[config.mk]
export PLATFORM = sky130hd
export DESIGN_NAME = terminal_escape_stripper_unit_flat
export DESIGN_NICKNAME = d
export VERILOG_FILES = /design/src/sv/tes_pkg.sv /design/src/sv/tes_stream_if.sv /design/src/sv/tes_step.sv /design/src/sv/terminal_escape_stripper_unit.sv /design/src/flat_wrapper.sv
export SDC_FILE = /design/constraint.sdc
export NUM_CORES = 1
export LEC_CHECK = 0
export BUFFER_PORTS_ARGS = -buffer_cell sky130_fd_sc_hd__buf_2
export CAP_MARGIN = 10
export CELL_PAD_IN_SITES_DETAIL_PLACEMENT = 0
export CELL_PAD_IN_SITES_GLOBAL_PLACEMENT = 1
export CORE_AREA = 2 2 56 58
export CTS_BUF_LIST = sky130_fd_sc_hd__clkbuf_16
export CTS_CLUSTER_DIAMETER = 120
export DETAILED_ROUTE_END_ITERATION = 10
export DIE_AREA = 0 0 58 60
export PLACE_DENSITY = 0.73
export SYNTH_ARGS = -nofsm -noshare
export SYNTH_HDL_FRONTEND = slang
export SYNTH_SLANG_ARGS = --single-unit
[constraint.sdc]
create_clock -name clk -period 2.4 [get_ports clk]
set_input_delay 0.72 -clock clk [delete_from_list [all_inputs] [get_ports clk]]
set_output_delay 0.72 -clock clk [all_outputs]
set_load 0.1 [all_outputs]
[src/sv/tes_pkg.sv]
// Shared types and byte constants for the terminal escape stripper.
package tes_pkg;

  typedef enum logic [2:0] {
    MODE_NORMAL  = 3'd0,
    MODE_ESC     = 3'd1,
    MODE_CSI     = 3'd2,
    MODE_STR     = 3'd3,
    MODE_STR_ESC = 3'd4
  } mode_t;

  localparam logic [7:0] BYTE_BEL   = 8'h07;
  localparam logic [7:0] BYTE_TAB   = 8'h09;
  localparam logic [7:0] BYTE_NL    = 8'h0A;
  localparam logic [7:0] BYTE_ESC   = 8'h1B;
  localparam logic [7:0] BYTE_SP    = 8'h20;
  localparam logic [7:0] BYTE_DEL   = 8'h7F;
  localparam logic [7:0] CSI_LO     = 8'h40;
  localparam logic [7:0] CSI_HI     = 8'h7E;
  localparam logic [7:0] BYTE_CSI   = 8'h5B;
  localparam logic [7:0] BYTE_OSC   = 8'h5D;
  localparam logic [7:0] BYTE_APC   = 8'h5F;
  localparam logic [7:0] BYTE_DCS   = 8'h50;
  localparam logic [7:0] BYTE_BSL   = 8'h5C;

  typedef struct packed {
    mode_t mode_next;
    logic  keep;
  } step_res_t;

endpackage

[src/sv/tes_stream_if.sv]
// Valid/ready stream interfaces for raw text bytes and filtered results.
interface tes_in_if;
  logic       valid;
  logic       ready;
  logic [7:0] in_byte;
  logic       end_of_text;

  modport source (output valid, output in_byte, output end_of_text, input ready);
  modport sink (input valid, input in_byte, input end_of_text, output ready);
endinterface

interface tes_out_if;
  logic       valid;
  logic       ready;
  logic [7:0] out_byte;
  logic       kept;
  logic       text_done;

  modport source (output valid, output out_byte, output kept, output text_done, input ready);
  modport sink (input valid, input out_byte, input kept, input text_done, output ready);
endinterface

[src/sv/tes_step.sv]
// Parser step: next mode and keep decision for one byte in the current mode.
module tes_step (
  input  logic [7:0]        data,
  input  tes_pkg::mode_t    mode,
  output tes_pkg::step_res_t res
);
  import tes_pkg::*;

  mode_t nrm_next;
  logic  nrm_keep;
  mode_t str_next;

  // Handling of a byte outside any sequence.
  always_comb begin
    nrm_next = MODE_NORMAL;
    nrm_keep = 1'b0;
    if (data == BYTE_ESC) begin
      nrm_next = MODE_ESC;
    end else if (data < BYTE_SP && data != BYTE_TAB && data != BYTE_NL) begin
      nrm_keep = 1'b0;
    end else if (data == BYTE_DEL) begin
      nrm_keep = 1'b0;
    end else begin
      nrm_keep = 1'b1;
    end
  end

  // Handling of a byte inside a string sequence.
  always_comb begin
    if (data == BYTE_BEL) begin
      str_next = MODE_NORMAL;
    end else if (data == BYTE_ESC) begin
      str_next = MODE_STR_ESC;
    end else begin
      str_next = MODE_STR;
    end
  end

  always_comb begin
    res.mode_next = MODE_NORMAL;
    res.keep      = 1'b0;
    unique case (mode)
      MODE_ESC: begin
        if (data == BYTE_CSI) begin
          res.mode_next = MODE_CSI;
        end else if (data == BYTE_OSC || data == BYTE_APC || data == BYTE_DCS) begin
          res.mode_next = MODE_STR;
        end else begin
          res.mode_next = nrm_next;
          res.keep      = nrm_keep;
        end
      end
      MODE_CSI: begin
        res.mode_next = (data >= CSI_LO && data <= CSI_HI) ? MODE_NORMAL : MODE_CSI;
      end
      MODE_STR: begin
        res.mode_next = str_next;
      end
      MODE_STR_ESC: begin
        res.mode_next = (data == BYTE_BSL) ? MODE_NORMAL : str_next;
      end
      default: begin
        res.mode_next = nrm_next;
        res.keep      = nrm_keep;
      end
    endcase
  end

endmodule

[src/sv/terminal_escape_stripper_unit.sv]
// Top level: input register, parser mode register and result register.
// An accepted item moves from the input register into the result register; while a result
// waits, the input register can take one item. One item per cycle while results are taken.
// The mode register advances only as an item moves from input to result register.
// Reset (rst, synchronous) empties both registers and returns the parser to normal mode.
module terminal_escape_stripper_unit (
  input logic         clk,
  input logic         rst,
  tes_in_if.sink      text_in,
  tes_out_if.source   text_out
);
  import tes_pkg::*;

  logic       s1_valid;
  logic [7:0] s1_byte;
  logic       s1_eot;
  mode_t      mode;
  mode_t      mode_next;
  logic       out_valid;
  logic [7:0] out_byte;
  logic       out_kept;
  logic       out_done;
  logic       advance;
  step_res_t  step;

  assign advance       = s1_valid && (!out_valid || text_out.ready);
  assign text_in.ready = !s1_valid || advance;

  tes_step u_step (
    .data (s1_byte),
    .mode (mode),
    .res  (step)
  );

  // A text's last byte always sends the parser back to normal mode.
  assign mode_next = s1_eot ? MODE_NORMAL : step.mode_next;

  always_ff @(posedge clk) begin
    if (rst) begin
      s1_valid <= 1'b0;
    end else if (text_in.ready) begin
      s1_valid <= text_in.valid;
    end
  end

  always_ff @(posedge clk) begin
    if (text_in.valid && text_in.ready) begin
      s1_byte <= text_in.in_byte;
      s1_eot  <= text_in.end_of_text;
    end
  end

  always_ff @(posedge clk) begin
    if (rst) begin
      mode <= MODE_NORMAL;
    end else if (advance) begin
      mode <= mode_next;
    end
  end

  always_ff @(posedge clk) begin
    if (rst) begin
      out_valid <= 1'b0;
    end else if (advance) begin
      out_valid <= 1'b1;
    end else if (text_out.ready) begin
      out_valid <= 1'b0;
    end
  end

  always_ff @(posedge clk) begin
    if (advance) begin
      out_byte <= step.keep ? s1_byte : 8'h00;
      out_kept <= step.keep;
      out_done <= s1_eot;
    end
  end

  assign text_out.valid     = out_valid;
  assign text_out.out_byte  = out_byte;
  assign text_out.kept      = out_kept;
  assign text_out.text_done = out_done;

  a_eot_resets_mode: assert property (@(posedge clk) disable iff (rst)
    (advance && s1_eot) |=> mode == MODE_NORMAL)
    else $error("parser mode not normal after end of text");

  a_seq_dropped: assert property (@(posedge clk) disable iff (rst)
    (advance && (mode == MODE_CSI || mode == MODE_STR || mode == MODE_STR_ESC))
    |=> !out_kept)
    else $error("byte inside a sequence was kept");

  a_kept_printable: assert property (@(posedge clk) disable iff (rst)
    (out_valid && out_kept) |->
    ((out_byte >= BYTE_SP && out_byte != BYTE_DEL) ||
     out_byte == BYTE_TAB || out_byte == BYTE_NL))
    else $error("control byte kept");

  a_dropped_zero: assert property (@(posedge clk) disable iff (rst)
    (out_valid && !out_kept) |-> out_byte == 8'h00)
    else $error("dropped item carries a non-zero byte");

endmodule
[src/flat_wrapper.sv]
// flat-port wrapper written by rule: the top's interface ports become plain ports
module terminal_escape_stripper_unit_flat import tes_pkg::*;
  (clk, rst, text_in_valid, text_in_in_byte, text_in_end_of_text, text_in_ready, text_out_valid, text_out_out_byte, text_out_kept, text_out_text_done, text_out_ready);
  tes_in_if text_in_i ();
  tes_out_if text_out_i ();
  input logic clk;
  input logic rst;
  input wire logic [$bits(text_in_i.valid)-1:0] text_in_valid;
  input wire logic [$bits(text_in_i.in_byte)-1:0] text_in_in_byte;
  input wire logic [$bits(text_in_i.end_of_text)-1:0] text_in_end_of_text;
  output wire logic [$bits(text_in_i.ready)-1:0] text_in_ready;
  output wire logic [$bits(text_out_i.valid)-1:0] text_out_valid;
  output wire logic [$bits(text_out_i.out_byte)-1:0] text_out_out_byte;
  output wire logic [$bits(text_out_i.kept)-1:0] text_out_kept;
  output wire logic [$bits(text_out_i.text_done)-1:0] text_out_text_done;
  input wire logic [$bits(text_out_i.ready)-1:0] text_out_ready;
  assign text_in_i.valid = text_in_valid;
  assign text_in_i.in_byte = text_in_in_byte;
  assign text_in_i.end_of_text = text_in_end_of_text;
  assign text_in_ready = text_in_i.ready;
  assign text_out_valid = text_out_i.valid;
  assign text_out_out_byte = text_out_i.out_byte;
  assign text_out_kept = text_out_i.kept;
  assign text_out_text_done = text_out_i.text_done;
  assign text_out_i.ready = text_out_ready;
  terminal_escape_stripper_unit u_core (.clk(clk), .rst(rst), .text_in(text_in_i), .text_out(text_out_i));
endmodule
# Word-level counts from Yosys, hierarchy flattened

Cells that the tools add are included.
Widths: inputs -> output; s select.

Flip-flop bits (word level): 24
Input port bits: 13
Output and inout bits: 12

Magnitude comparators: 3
Equal/unequal tests: 14
Muxes and demuxes: 17
Reduce and logical (&&, ||, !) cells: 13

Operators with widths:

| operator           | number |
|---|---|
| $eq 8x7->1 const B | 6 |
| $mux 3             | 6 |
| $ne 8x4->1 const B | 2 |
| $pmux 3 s4         | 1 |
| $eq 8x3->1 const B | 1 |
| $eq 8x5->1 const B | 1 |
| $ge 8x7->1 const B | 1 |
| $le 8x7->1 const B | 1 |
| $lt 8x6->1 const B | 1 |
| $mux 1             | 8 |
| $eq 3x2->1 const B | 2 |
| $logic_and 1x1->1  | 5 |
| $logic_or 1x1->1   | 4 |
| $eq 3x1->1 const B | 1 |
| $eq 3x3->1 const B | 1 |
| $reduce_or 3->1    | 1 |
| $logic_not 1->1    | 2 |
| $mux 2             | 1 |
| $pmux 1 s2         | 1 |
| $reduce_bool 2->1  | 1 |

# Depth between registers and ports, before layout

Gate-level depths: netlist of run 1.

Depth in word-level cells: 8
Gate-level depth with buffers: 6
Gate-level depth less buffers: 5

# Cells and area by module

Synthesis of run 1 repeated with hierarchy kept, for this count alone.

Cell total of the unflattened synthesis: 90
Area total of the unflattened synthesis: 1122.3 um^2

By module, submodules not included:

| module                        | instances | cells an instance | area each (um^2) | sequential area each (um^2) |
|---|---|---|---|---|
| terminal_escape_stripper_unit | 1         | 50                | 837.1            | 670.6 |
| tes_step                      | 1         | 40                | 285.3            | 0.0 |

# Least setup slack after synthesis of run 1

OpenSTA, ideal clock, no wires.

Kind: flip-flop to flip-flop
From: reg u_core.out_valid (netlist: u_core.text_out.valid)
To: reg u_core.s1_byte[0], enable pin
Arrival: 2.327 ns
Required time: 2.115 ns
Slack: -0.211 ns
Stages on the path, launching flop included: 4
Path buffers: 0
Period minus slack after synthesis: 2.611 ns
Cell sequence: dfxtp_1 > nor2b_1 > nand2_1 > and2_1

Cells in the longest elaborated chain, start to end: 5

RTL lines:

| what                   | line                                | source |
|---|---|---|
| start, declared        | terminal_escape_stripper_unit.sv:19 | `logic out_valid;` |
| start signal, assigned | terminal_escape_stripper_unit.sv:63 | `out_valid <= 1'b0;` |
| start signal, assigned | terminal_escape_stripper_unit.sv:65 | `out_valid <= 1'b1;` |
| start signal, assigned | terminal_escape_stripper_unit.sv:67 | `out_valid <= 1'b0;` |
| $logic_not 1->1        | terminal_escape_stripper_unit.sv:26 | `assign advance = s1_valid && (!out_valid \|\| text_out.ready);` |
| $logic_or 1x1->1       | terminal_escape_stripper_unit.sv:26 |  |
| $logic_and 1x1->1      | terminal_escape_stripper_unit.sv:26 |  |
| $logic_or 1x1->1       | terminal_escape_stripper_unit.sv:27 | `assign text_in.ready = !s1_valid \|\| advance;` |
| via text_in_ready      | flat_wrapper.sv:11                  | `output wire logic [$bits(text_in_i.ready)-1:0] text_in_ready;` |
| $logic_and 1x1->1      | terminal_escape_stripper_unit.sv:47 | `if (text_in.valid && text_in.ready) begin` |
| end signal, assigned   | terminal_escape_stripper_unit.sv:48 | `s1_byte <= text_in.in_byte;` |
| end, declared          | terminal_escape_stripper_unit.sv:15 | `logic [7:0] s1_byte;` |

The timed path passes the listed nets, and every way through them passes these cells.
A chain may end at the register's enable or synchronous reset.

# Worst setup path after layout of run 1

From: in text_out_ready
To: out text_in_ready

Cells in the longest elaborated chain, start to end: 3

RTL lines:

| what              | line                                | source |
|---|---|---|
| start, declared   | flat_wrapper.sv:16                  | `input wire logic [$bits(text_out_i.ready)-1:0] text_out_ready;` |
| $logic_or 1x1->1  | terminal_escape_stripper_unit.sv:26 |  |
| $logic_and 1x1->1 | terminal_escape_stripper_unit.sv:26 |  |
| $logic_or 1x1->1  | terminal_escape_stripper_unit.sv:27 |  |
| end, declared     | flat_wrapper.sv:11                  |  |

No other way between the ends.

==> impl_metrics.json, run 1 <==
{
  "critical_path.max_fanout": 4,
  "die_width_um": 58,
  "root_buffer": "sky130_fd_sc_hd__clkbuf_16",
  "cpLargestDelayFamily": "buffers and inverters",
  "critical_path_cell_by_cell": "buf_2 -> nor2b_1 -> nand2_1 -> buf_2",
  "cpMostUsedCell": "sky130_fd_sc_hd__buf_2",
  "ir_worst_vdd_mv": 0.397,
  "clock_transition_at_the_register_clock_pins_on_the_worst_setup_and_hold_paths_after_cts_ns": 0.06,
  "outcome": "completed",
  "tritoncts_num_sinks": 24,
  "grt_pass1_wl_um": 3490,
  "post-route-period-util": 0.888,
  "cts-buffers-inserted": 3,
  "timing.final.crit_period_ns": 2.13,
  "buffer_ports.inserted": 24,
  "routedWlPerCell_um": 12.7,
  "finalPower_mw": 0.969,
  "layout.core_utilization": 0.481,
  "drtPass1Iterations": 4,
  "layoutNonFillerInstCount": 163,
  "ctsHtreeMaxLevel": 1,
  "dp.cells": 159,
  "grt_start_max_net_pins": 14,
  "initial_utilization": 0.394,
  "timing.max_cap.violations": 0,
  "ys_seq_elements": 24,
  "hold-worst-slack_ns": 0.525,
  "layout.cells.most_common": "sky130_fd_sc_hd__buf_2",
  "routed_via_density": 5.30,
  "synth.distinct_cells": 32,
  "report.final.slew_viol_count": 0,
  "gr-total-overflow": 0,
  "final.setup.tns_ns": 0,
  "pre_cts_ws_ns": 0.277,
  "area_delta_synth_final_pct": 22.1,
  "critical_path.n_buffers_inverters": 2,
  "route.vias.total": 864,
  "nNetsFinal": 144,
  "power.density_cell_area_nw_per_um2": 695,
  "drive_gt1_frac": 0.269,
  "worst_setup_path_end_kind": "output port",
  "syn-mean-instance-area_um2": 11.2,
  "rsz0062_at_grt": "false",
  "worst_pin_slew_ns": 0.485,
  "slew-limit-headroom": 0.679,
  "setup_skew_after_layout_ns": 0.00233,
  "postLayoutSetupSlackWorst_ns": 0.269,
  "num_rows": 20,
  "cts-hold-fix-buffers": 0,
  "track_usage": 0.134,
  "antenna_found_initial": 0,
  "critPathLaunchType": "primary input",
  "vias_in_the_first_global_route": 824,
  "dpl_cell_area_um2": 1320,
  "ctsLongestPathBuffers": 2,
  "remaining_drc_errors": 0,
  "worst_path_max_delay_cell": "sky130_fd_sc_hd__buf_2",
  "yosysWarningCount": 0,
  "gpl.final_weighted_congestion": 0.764,
  "cp_slowest_stage_delay_ns": 0.30,
  "final_cell_mix": "sky130_fd_sc_hd__buf_2 (24), sky130_fd_sc_hd__edfxtp_1 (19), sky130_fd_sc_hd__nor2_1 (9)",
  "postCtsResizedCells": 0,
  "drt_first_iter_violations": 28,
  "leakage_nw": 0.505,
  "fin_area_um2": 1400,
  "die_height_um": 60,
  "synth_sequential_area_ratio": 0.587,
  "timing.final.setup_violations": 0,
  "antenna_left": 0,
  "finalHoldViolCount": 0,
  "core_area_um2": 2900,
  "worst-endpoint-arrival_ns": 1.41,
  "cts_post_setup_buffers_inserted": 0,
  "die_area_um2": 3480,
  "cp.required_ns": 1.68,
  "totalWireLength_um": 2070,
  "ports_placed_on_the_boundary": 25,
  "insertedDiodeCount": 0,
  "path_class": "in2out",
  "post_syn_instances": 102,
  "cell_area_after_synthesis_um2": 1140,
  "place.detailed.hpwl_um": 1540,
  "max_freq_mhz": 469,
  "timing.hold.worst.class": "reg2reg",
  "worstSkewPairLatency_ns": 0.25,
  "synth_nets": 115,
  "cts_tree": "done",
  "fillers": 264
}
==> synthesized netlist by cell type <==
| master | number | share of area |
|---|---|---|
| sky130_fd_sc_hd__or3_4 | 2 | 0.020 |
| sky130_fd_sc_hd__a2111oi_4 | 1 | 0.024 |
| sky130_fd_sc_hd__nand3b_1 | 1 | 0.0066 |
| sky130_fd_sc_hd__o21ai_0 | 6 | 0.026 |
| sky130_fd_sc_hd__and3_1 | 5 | 0.027 |
| sky130_fd_sc_hd__nor3b_1 | 1 | 0.0066 |
| sky130_fd_sc_hd__a21boi_1 | 1 | 0.0066 |
| sky130_fd_sc_hd__o211ai_1 | 2 | 0.013 |
| sky130_fd_sc_hd__nand3_1 | 3 | 0.013 |
| sky130_fd_sc_hd__nor2_1 | 9 | 0.030 |
| sky130_fd_sc_hd__a32oi_1 | 1 | 0.0077 |
| sky130_fd_sc_hd__and2_1 | 5 | 0.027 |
| sky130_fd_sc_hd__nor3_1 | 4 | 0.018 |
| sky130_fd_sc_hd__clkbuf_1 | 3 | 0.0099 |
| sky130_fd_sc_hd__o31ai_1 | 2 | 0.013 |
| sky130_fd_sc_hd__or4_1 | 1 | 0.0066 |
| sky130_fd_sc_hd__nor2b_1 | 2 | 0.011 |
| sky130_fd_sc_hd__nand2b_1 | 3 | 0.016 |
| sky130_fd_sc_hd__nand2_1 | 5 | 0.016 |
| sky130_fd_sc_hd__a211oi_1 | 1 | 0.0066 |
| sky130_fd_sc_hd__nor4_1 | 1 | 0.0055 |
| sky130_fd_sc_hd__or2_2 | 1 | 0.0055 |
| sky130_fd_sc_hd__a31oi_1 | 1 | 0.0055 |
| sky130_fd_sc_hd__edfxtp_1 | 19 | 0.50 |
| sky130_fd_sc_hd__dfxtp_1 | 5 | 0.088 |
| sky130_fd_sc_hd__o2111ai_1 | 1 | 0.0077 |
| sky130_fd_sc_hd__a221oi_1 | 1 | 0.0077 |
| sky130_fd_sc_hd__xnor2_1 | 2 | 0.015 |
| sky130_fd_sc_hd__a21oi_1 | 6 | 0.026 |
| sky130_fd_sc_hd__or4bb_1 | 1 | 0.0099 |
| sky130_fd_sc_hd__inv_1 | 5 | 0.016 |
| sky130_fd_sc_hd__a31o_1 | 1 | 0.0077 |
==> kinds of logic after synthesis <==
logic type             Yosys count  share of synthesized area
flip-flops                      24                      0.587
AND/OR/NAND/NOR                 44                      0.219
AO/OA/AOI/OAI                   24                      0.152
XOR/XNOR                         2                     0.0153
buffers and inverters            8                     0.0263
==> power by group <==
group	switching (mW)	total (mW)	internal (mW)
clock	0.131	0.353	0.222
combinational	0.0986	0.130	0.0317
sequential	0.0137	0.486	0.472
total	0.243	0.969	0.726
==> state kept, by name, indices dropped and copies added (netlist names) <==
register                   count
u_core.text_out.kept           1
u_core.s1_eot                  1
u_core.text_out.out_byte       8
u_core.text_out.valid          1
u_core.s1_byte                 8
u_core.s1_valid                1
u_core.mode                    3
u_core.text_out.text_done      1
==> layer usage <==
layer,track usage,vias up,wire length [µm]
met3,0.0260,4,97
met1,0.155,398,928
met4,0.0698,0,36
met5,0,-,0
li1,-,436,-
met2,0.234,26,1010
==> tightest hold or removal path, delay by kind of cell, from the launching register on <==
family           cells  cell delay [ns]
flip-flops           1             0.33
AND/OR/NAND/NOR      2             0.15
==> area by class of cell <==
type	instances	area, µm²	area share
Clock buffer	3	75.1	0.0538
Timing Repair Buffer	27	143	0.102
Sequential cell	24	672	0.482
Tap cell	33	41.3	0.0296
Clock inverter	1	3.75	0.00269
Inverter	5	18.8	0.0135
Multi-Input combinational cell	70	442	0.317
==> path summary, 6_finish.rpt <==
kind / from / depth (start not counted) / endpoint / slack [ns]
max: text_out_ready / 4 / text_in_ready / 0.27
min: u_core.s1_valid$_SDFFE_PP0N_ / 2 / u_core.text_out.valid$_SDFFE_PP0P_ / 0.52
max reg2reg: u_core.s1_byte[7]$_DFFE_PP_ / 5 / u_core.text_out.out_byte[2]$_SDFFCE_PN0P_ / 0.31
min reg2reg: u_core.s1_valid$_SDFFE_PP0N_ / 2 / u_core.text_out.valid$_SDFFE_PP0P_ / 0.52
Power figures use the tool's default switching activity.
==> run 2: changes to the inputs <==
CORE_AREA = 2 2 59 61   (was 2 2 56 58)
DIE_AREA = 0 0 61 63   (was 0 0 58 60)
PLACE_DENSITY = 0.69   (was 0.73)
clock period = 1.94 ns   (was 2.4 ns; I/O delays follow)
==> run 2 against run 1 <==
Combinational power is 47% higher. Clock power is 63% higher. Die area is 10% higher. Cell area is 12% higher. Critical path depth is 1 higher. Wire length is 9.2% higher. Global-route usage is 0.21 points lower. First-iteration DRC count is 3.6% lower. Final cell count is 15% higher. Total power is 40% higher. Largest cell class unchanged.
==> impl_metrics.json, run 2 (synthesis results as in run 1) <==
{
  "outcome": "completed",
  "drtPass1Iterations": 4,
  "sequential_cell_area_um2": 674,
  "cpMostUsedCell": "sky130_fd_sc_hd__or3_4",
  "place.detailed.hpwl_um": 1760,
  "die_height_um": 63,
  "cts-hold-fix-buffers": 0,
  "ctsLongestPathBuffers": 2,
  "vias_in_the_first_global_route": 917,
  "ir_worst_vdd_mv": 0.477,
  "dpl_cell_area_um2": 1410,
  "worst_path_max_delay_cell": "sky130_fd_sc_hd__edfxtp_1",
  "grt_pass1_wl_um": 3860,
  "root_buffer": "sky130_fd_sc_hd__clkbuf_16",
  "critPathLaunchType": "flop",
  "pre_cts_ws_ns": -0.00630,
  "buffer_ports.inserted": 24,
  "report.final.slew_viol_count": 0,
  "leakage_nw": 0.581,
  "power.density_cell_area_nw_per_um2": 873,
  "grt_start_max_net_pins": 15,
  "die_width_um": 61,
  "worstSkewPairLatency_ns": 0.25,
  "rr_worst_depth": 5,
  "core_area_um2": 3230,
  "nNetsFinal": 156,
  "cpLargestDelayFamily": "simple AND/OR/NAND/NOR gates",
  "final_cell_mix": "sky130_fd_sc_hd__buf_2 (24), sky130_fd_sc_hd__edfxtp_1 (19), sky130_fd_sc_hd__buf_4 (15)",
  "fillers": 311,
  "cts-buffers-inserted": 3,
  "timing.final.crit_period_ns": 1.93,
  "track_usage": 0.131,
  "worst_hold_path.endpoint": "u_core.s1_byte[0]$_DFFE_PP_",
  "critical_path_cell_by_cell": "or3_4 -> or3_4 -> a2111oi_4 -> o2111ai_1 -> o211ai_1",
  "finalHoldViolCount": 0,
  "gr-total-overflow": 0,
  "post-route-period-util": 0.994,
  "gr_util_met3": 0.00621,
  "route.vias.total": 927,
  "timing.max_cap.violations": 0,
  "ports_placed_on_the_boundary": 25,
  "worst-endpoint-arrival_ns": 2.10,
  "cts_tree": "done",
  "antenna_found_initial": 0,
  "rsz0062_at_grt": "true",
  "max_freq_mhz": 519,
  "drt_first_iter_violations": 27,
  "cp_slowest_stage_delay_ns": 0.42,
  "critical_path.n_buffers_inverters": 0,
  "worst_setup_path_end_kind": "flop",
  "cp.required_ns": 2.11,
  "drive_gt1_frac": 0.373,
  "total_area_of_multi_input_combinational_cells_um2": 469,
  "num_rows": 21,
  "routed_via_density": 4.93,
  "antenna_left": 0,
  "die_area_um2": 3840,
  "timing.hold.worst.class": "in2reg",
  "path_class": "reg2reg",
  "tritoncts_num_sinks": 24,
  "ctsHtreeMaxLevel": 1,
  "remaining_drc_errors": 0,
  "top_regs": "u_core.s1_byte x8, u_core.text_out.out_byte x8, u_core.mode x3",
  "rr_startpoint": "u_core.s1_byte[7]$_DFFE_PP_",
  "fin_area_um2": 1560,
  "routedWlPerCell_um": 12.0,
  "setup_skew_after_layout_ns": 0.00297,
  "min-delay-start": "text_in_in_byte[0]",
  "clock_transition_at_the_register_clock_pins_on_the_worst_setup_and_hold_paths_after_cts_ns": 0.06,
  "terminus_of_the_critical_flop_to_flop_path": "u_core.mode[0]$_SDFFE_PP0P_",
  "area_delta_synth_final_pct": 36.4,
  "critical_path.max_fanout": 3,
  "number_of_instances_on_the_worst_hold_path": 1,
  "initial_utilization": 0.353,
  "gpl.final_weighted_congestion": 0.866,
  "global_route.usage.met2": 0.228,
  "totalWireLength_um": 2260,
  "layout.cells.most_common": "sky130_fd_sc_hd__buf_2",
  "slew-limit-headroom": 0.678,
  "timing.final.setup_violations": 0,
  "busiest_layer": "met2",
  "postLayoutSetupSlackWorst_ns": 0.0124,
  "insertedDiodeCount": 0,
  "final.setup.tns_ns": 0,
  "worst_pin_slew_ns": 0.487,
  "reg2reg_setup_slack_ns": 0.01,
  "grt_use_met1": 0.151
}
run 2: per-layer routing:
metal / vias to the layer above / part of all wire
met5: - / 0
met4: 0 / 0.019
met3: 4 / 0.023
met2: 22 / 0.52
met1: 439 / 0.44
li1: 462 / -
run 2: worst reg2reg max path: stages, from the launching register on:
cell                        delay (ns)
sky130_fd_sc_hd__edfxtp_1         0.42
sky130_fd_sc_hd__or3_4            0.41
sky130_fd_sc_hd__or3_4            0.41
sky130_fd_sc_hd__a2111oi_4        0.32
sky130_fd_sc_hd__o2111ai_1        0.17
sky130_fd_sc_hd__o211ai_1         0.12
run 2: worst max path at each step:
| stage | startpoint | end | slack (ns) | cells after the start |
|---|---|---|---|---|
| 6_report | u_core.s1_byte[7]$_DFFE_PP_ | u_core.mode[0]$_SDFFE_PP0P_ | 0.01 | 5 |
| 5_1_grt | u_core.s1_byte[7]$_DFFE_PP_ | u_core.mode[0]$_SDFFE_PP0P_ | -0.08 | 5 |
| 4_1_cts | u_core.s1_byte[7]$_DFFE_PP_ | u_core.mode[0]$_SDFFE_PP0P_ | 0.02 | 5 |
| 3_5_place_dp | u_core.s1_byte[5]$_DFFE_PP_ | u_core.text_out.out_byte[2]$_SDFFCE_PN0P_ | -0.006 | 5 |
| 3_3_place_gp | u_core.s1_byte[7]$_DFFE_PP_ | u_core.mode[0]$_SDFFE_PP0P_ | 0.05 | 5 |
| 2_1_floorplan | u_core.s1_byte[3]$_DFFE_PP_ | u_core.text_out.out_byte[2]$_SDFFCE_PN0P_ | 0.05 | 5 |
run 2: final cells by class:
class	instances	share of cell area
timing repair buffer	39	0.149
sequential	24	0.433
inverter	5	0.0120
clock inverter	1	0.0193
tap	46	0.0369
multi-input combinational	70	0.301
clock buffer	3	0.0482
run 2: timing repair:
action                     CTS  global route
setup buffers                0             2
setup endpoints to repair    2            10
pin swaps                    2             0
resized for setup            1             5
run 2: report_power, final:
group / total [mW] / internal (mW) / switching (mW)
Clock: 0.577 / 0.410 / 0.167
Combinational: 0.191 / 0.0556 / 0.135
Sequential: 0.593 / 0.583 / 0.0102
Total: 1.36 / 1.05 / 0.312
run 2: stage by stage:
stage          hold WS (ns)  std cells  utilization  total power, mW
2_1_floorplan         0.487        102            -            0.734
3_3_place_gp          0.516        182        0.437            0.786
3_5_place_dp          0.528        182        0.437            0.790
4_1_cts               0.493        186        0.471             1.37
5_1_grt               0.490        188        0.482             1.42
6_report              0.499        188        0.482             1.36
==> run 3: changes to the inputs <==
--- a/config.mk
+++ b/config.mk
@@ -11,3 +11,3 @@
 export CELL_PAD_IN_SITES_GLOBAL_PLACEMENT = 1
-export CORE_AREA = 2 2 59 61
+export CORE_AREA = 2 2 72 74
 export CTS_BUF_LIST = sky130_fd_sc_hd__clkbuf_16
@@ -15,4 +15,4 @@
 export DETAILED_ROUTE_END_ITERATION = 10
-export DIE_AREA = 0 0 61 63
-export PLACE_DENSITY = 0.69
+export DIE_AREA = 0 0 74 76
+export PLACE_DENSITY = 0.48
 export SYNTH_ARGS = -nofsm -noshare
--- a/constraint.sdc
+++ b/constraint.sdc
@@ -3,2 +3,2 @@
 set_output_delay 0.582 -clock clk [all_outputs]
-set_load 0.1 [all_outputs]
+set_load 0.005 [all_outputs]
==> run 3 against run 2 <==
Critical path depth unchanged. Total power down 4.8%. Maximum frequency up 0.22%. Non-clock buffer count up 1. Sequential cell count unchanged. First-iteration DRC count up 48%. Count of clock-buffer cells in the layout unchanged. Wire length up 10%. Via count up 0.43%. Core utilization down 15 points. Cell area up 3.1%. Largest cell class unchanged.
==> impl_metrics.json, run 3 (synthesis results as in run 1) <==
{
  "insertedDiodeCount": 0,
  "power.switching_mw": 0.247,
  "path_class": "reg2reg",
  "critical_path_capture_point": "u_core.mode[0]$_SDFFE_PP0P_",
  "clock_network_power_share": 0.455,
  "report.final.slew_viol_count": 0,
  "post-route-period-util": 0.991,
  "worstSkewPairLatency_ns": 0.26,
  "leakage_nw": 0.595,
  "nNetsFinal": 157,
  "timing.max_cap.violations": 0,
  "tritoncts_num_sinks": 24,
  "critical_path.max_fanout": 3,
  "ctsHtreeMaxLevel": 1,
  "setup_skew_after_layout_ns": 0.00122,
  "initial_utilization": 0.233,
  "slew-limit-headroom": 0.679,
  "antenna_left": 0,
  "timing.final.setup_violations": 0,
  "track_usage": 0.0968,
  "routedWlPerCell_um": 11.7,
  "max_freq_mhz": 520,
  "num_rows": 26,
  "rsz0062_at_grt": "true",
  "setup.worst_path.start": "u_core.s1_byte[7]$_DFFE_PP_",
  "remaining_drc_errors": 0,
  "gpl.final_weighted_congestion": 0.814,
  "cp.required_ns": 2.12,
  "cts-buffers-inserted": 3,
  "finalHoldViolCount": 0,
  "final_cell_mix": "sky130_fd_sc_hd__buf_2 (24), sky130_fd_sc_hd__edfxtp_1 (19), sky130_fd_sc_hd__buf_4 (16)",
  "clock_transition_at_the_register_clock_pins_on_the_worst_setup_and_hold_paths_after_cts_ns": 0.06,
  "switching_share": 0.190,
  "grt_start_max_net_pins": 15,
  "finalPower_mw": 1.30,
  "fillers": 499,
  "rr_startpoint": "u_core.s1_byte[7]$_DFFE_PP_",
  "final.setup.tns_ns": 0,
  "critPathLaunchType": "flop",
  "die_width_um": 74,
  "buffer_ports.inserted": 24,
  "layout.cells.most_common": "sky130_fd_sc_hd__buf_2",
  "total_area_of_multi_input_combinational_cells_um2": 484,
  "worst_setup_path_end_kind": "flop",
  "terminus_of_the_critical_flop_to_flop_path": "u_core.mode[0]$_SDFFE_PP0P_",
  "vias_in_the_first_global_route": 903,
  "routed_via_density": 4.37,
  "antenna_found_initial": 0,
  "worst_pin_slew_ns": 0.478,
  "timing.hold.worst.class": "in2reg",
  "outcome": "completed",
  "cts-hold-fix-buffers": 0,
  "route.vias.total": 931,
  "timing.final.crit_period_ns": 1.92,
  "top_regs": "u_core.s1_byte x8, u_core.text_out.out_byte x8, u_core.mode x3",
  "ports_placed_on_the_boundary": 25,
  "die_area_um2": 5620,
  "area_delta_synth_final_pct": 40.6,
  "worst-endpoint-arrival_ns": 2.11,
  "share_comb_of_total_power": 0.087,
  "ir_worst_vdd_mv": 0.314,
  "reg2reg_setup_slack_ns": 0.02,
  "root_buffer": "sky130_fd_sc_hd__clkbuf_16",
  "power.density_cell_area_nw_per_um2": 807,
  "grt_pass1_wl_um": 4220,
  "drt_first_iter_violations": 40,
  "die_height_um": 76,
  "int_pwr_mw": 1.05,
  "drtPass1Iterations": 4,
  "ctsLongestPathBuffers": 2,
  "seq_power_share": 0.458,
  "cts_tree": "done",
  "totalWireLength_um": 2490,
  "drive_gt1_frac": 0.378,
  "rr_worst_depth": 5,
  "sequential_cell_area_um2": 671,
  "gr-total-overflow": 0,
  "layout.core_utilization": 0.327,
  "place.detailed.hpwl_um": 1900,
  "core_area_um2": 4910
}
## run 3: worst max-delay path, cell delays in order, from the launching register on
cell                        delay (ns)
sky130_fd_sc_hd__edfxtp_1         0.41
sky130_fd_sc_hd__or3_4            0.40
sky130_fd_sc_hd__or3_4            0.41
sky130_fd_sc_hd__a2111oi_4        0.34
sky130_fd_sc_hd__o2111ai_1        0.18
sky130_fd_sc_hd__o211ai_1         0.12
## run 3: layer usage
| layer | vias up | wire [µm] | track usage |
|---|---|---|---|
| met5 | - | 0 | 0 |
| met4 | 0 | 81 | 0.0564 |
| met3 | 7 | 123 | 0.0225 |
| met2 | 29 | 1200 | 0.147 |
| met1 | 430 | 1090 | 0.123 |
| li1 | 465 | - | - |
## run 3: worst min path at each step
stage / from / end / slack [ns] / cells after the start
finish: text_in_in_byte[6] / u_core.s1_byte[6]$_DFFE_PP_ / 0.49 / 1
floorplan: u_core.s1_valid$_SDFFE_PP0N_ / u_core.text_out.valid$_SDFFE_PP0P_ / 0.49 / 2
global route: text_in_in_byte[0] / u_core.s1_byte[0]$_DFFE_PP_ / 0.49 / 1
global placement: u_core.s1_valid$_SDFFE_PP0N_ / u_core.text_out.valid$_SDFFE_PP0P_ / 0.51 / 2
detailed placement: u_core.s1_valid$_SDFFE_PP0N_ / u_core.text_out.valid$_SDFFE_PP0P_ / 0.52 / 2
CTS: text_in_in_byte[4] / u_core.s1_byte[4]$_DFFE_PP_ / 0.49 / 1
## run 3: layout make-up
class / count / share of cell area
Tap cell: 70 / 0.0545
Inverter: 5 / 0.0117
Clock buffer: 3 / 0.0467
Clock inverter: 1 / 0.0187
Sequential cell: 24 / 0.417
Timing Repair Buffer: 40 / 0.150
Multi-Input combinational cell: 70 / 0.301
## run 3: timing repair
action | CTS | global route
buffers inserted | 0 | 1
pin swaps | 2 | 0
setup endpoints to repair | 6 | 12
gates resized for setup | 0 | 9
## run 3: stage by stage
step / instances / area [µm²] / setup WS [ns] / hold slack, ns
4_1_cts: 212 / 1560 / -0.0273 / 0.492
6_report: 213 / 1610 / 0.0167 / 0.494
3_5_place_dp: 208 / 1450 / -0.0200 / 0.517
3_3_place_gp: 208 / 1450 / 0.0230 / 0.515
2_1_floorplan: 102 / 1140 / 0.0517 / 0.487
5_1_grt: 213 / 1610 / -0.0949 / 0.490
## run 3: power by group through the flow
stage          clock network [mW]  registers [mW]  logic [mW]
4_1_cts                     0.600           0.594       0.107
3_3_place_gp                    0           0.604       0.108
2_1_floorplan                   0           0.609      0.0447
6_report                    0.589           0.593       0.113
5_1_grt                     0.621           0.597       0.128
3_5_place_dp                    0           0.605       0.107
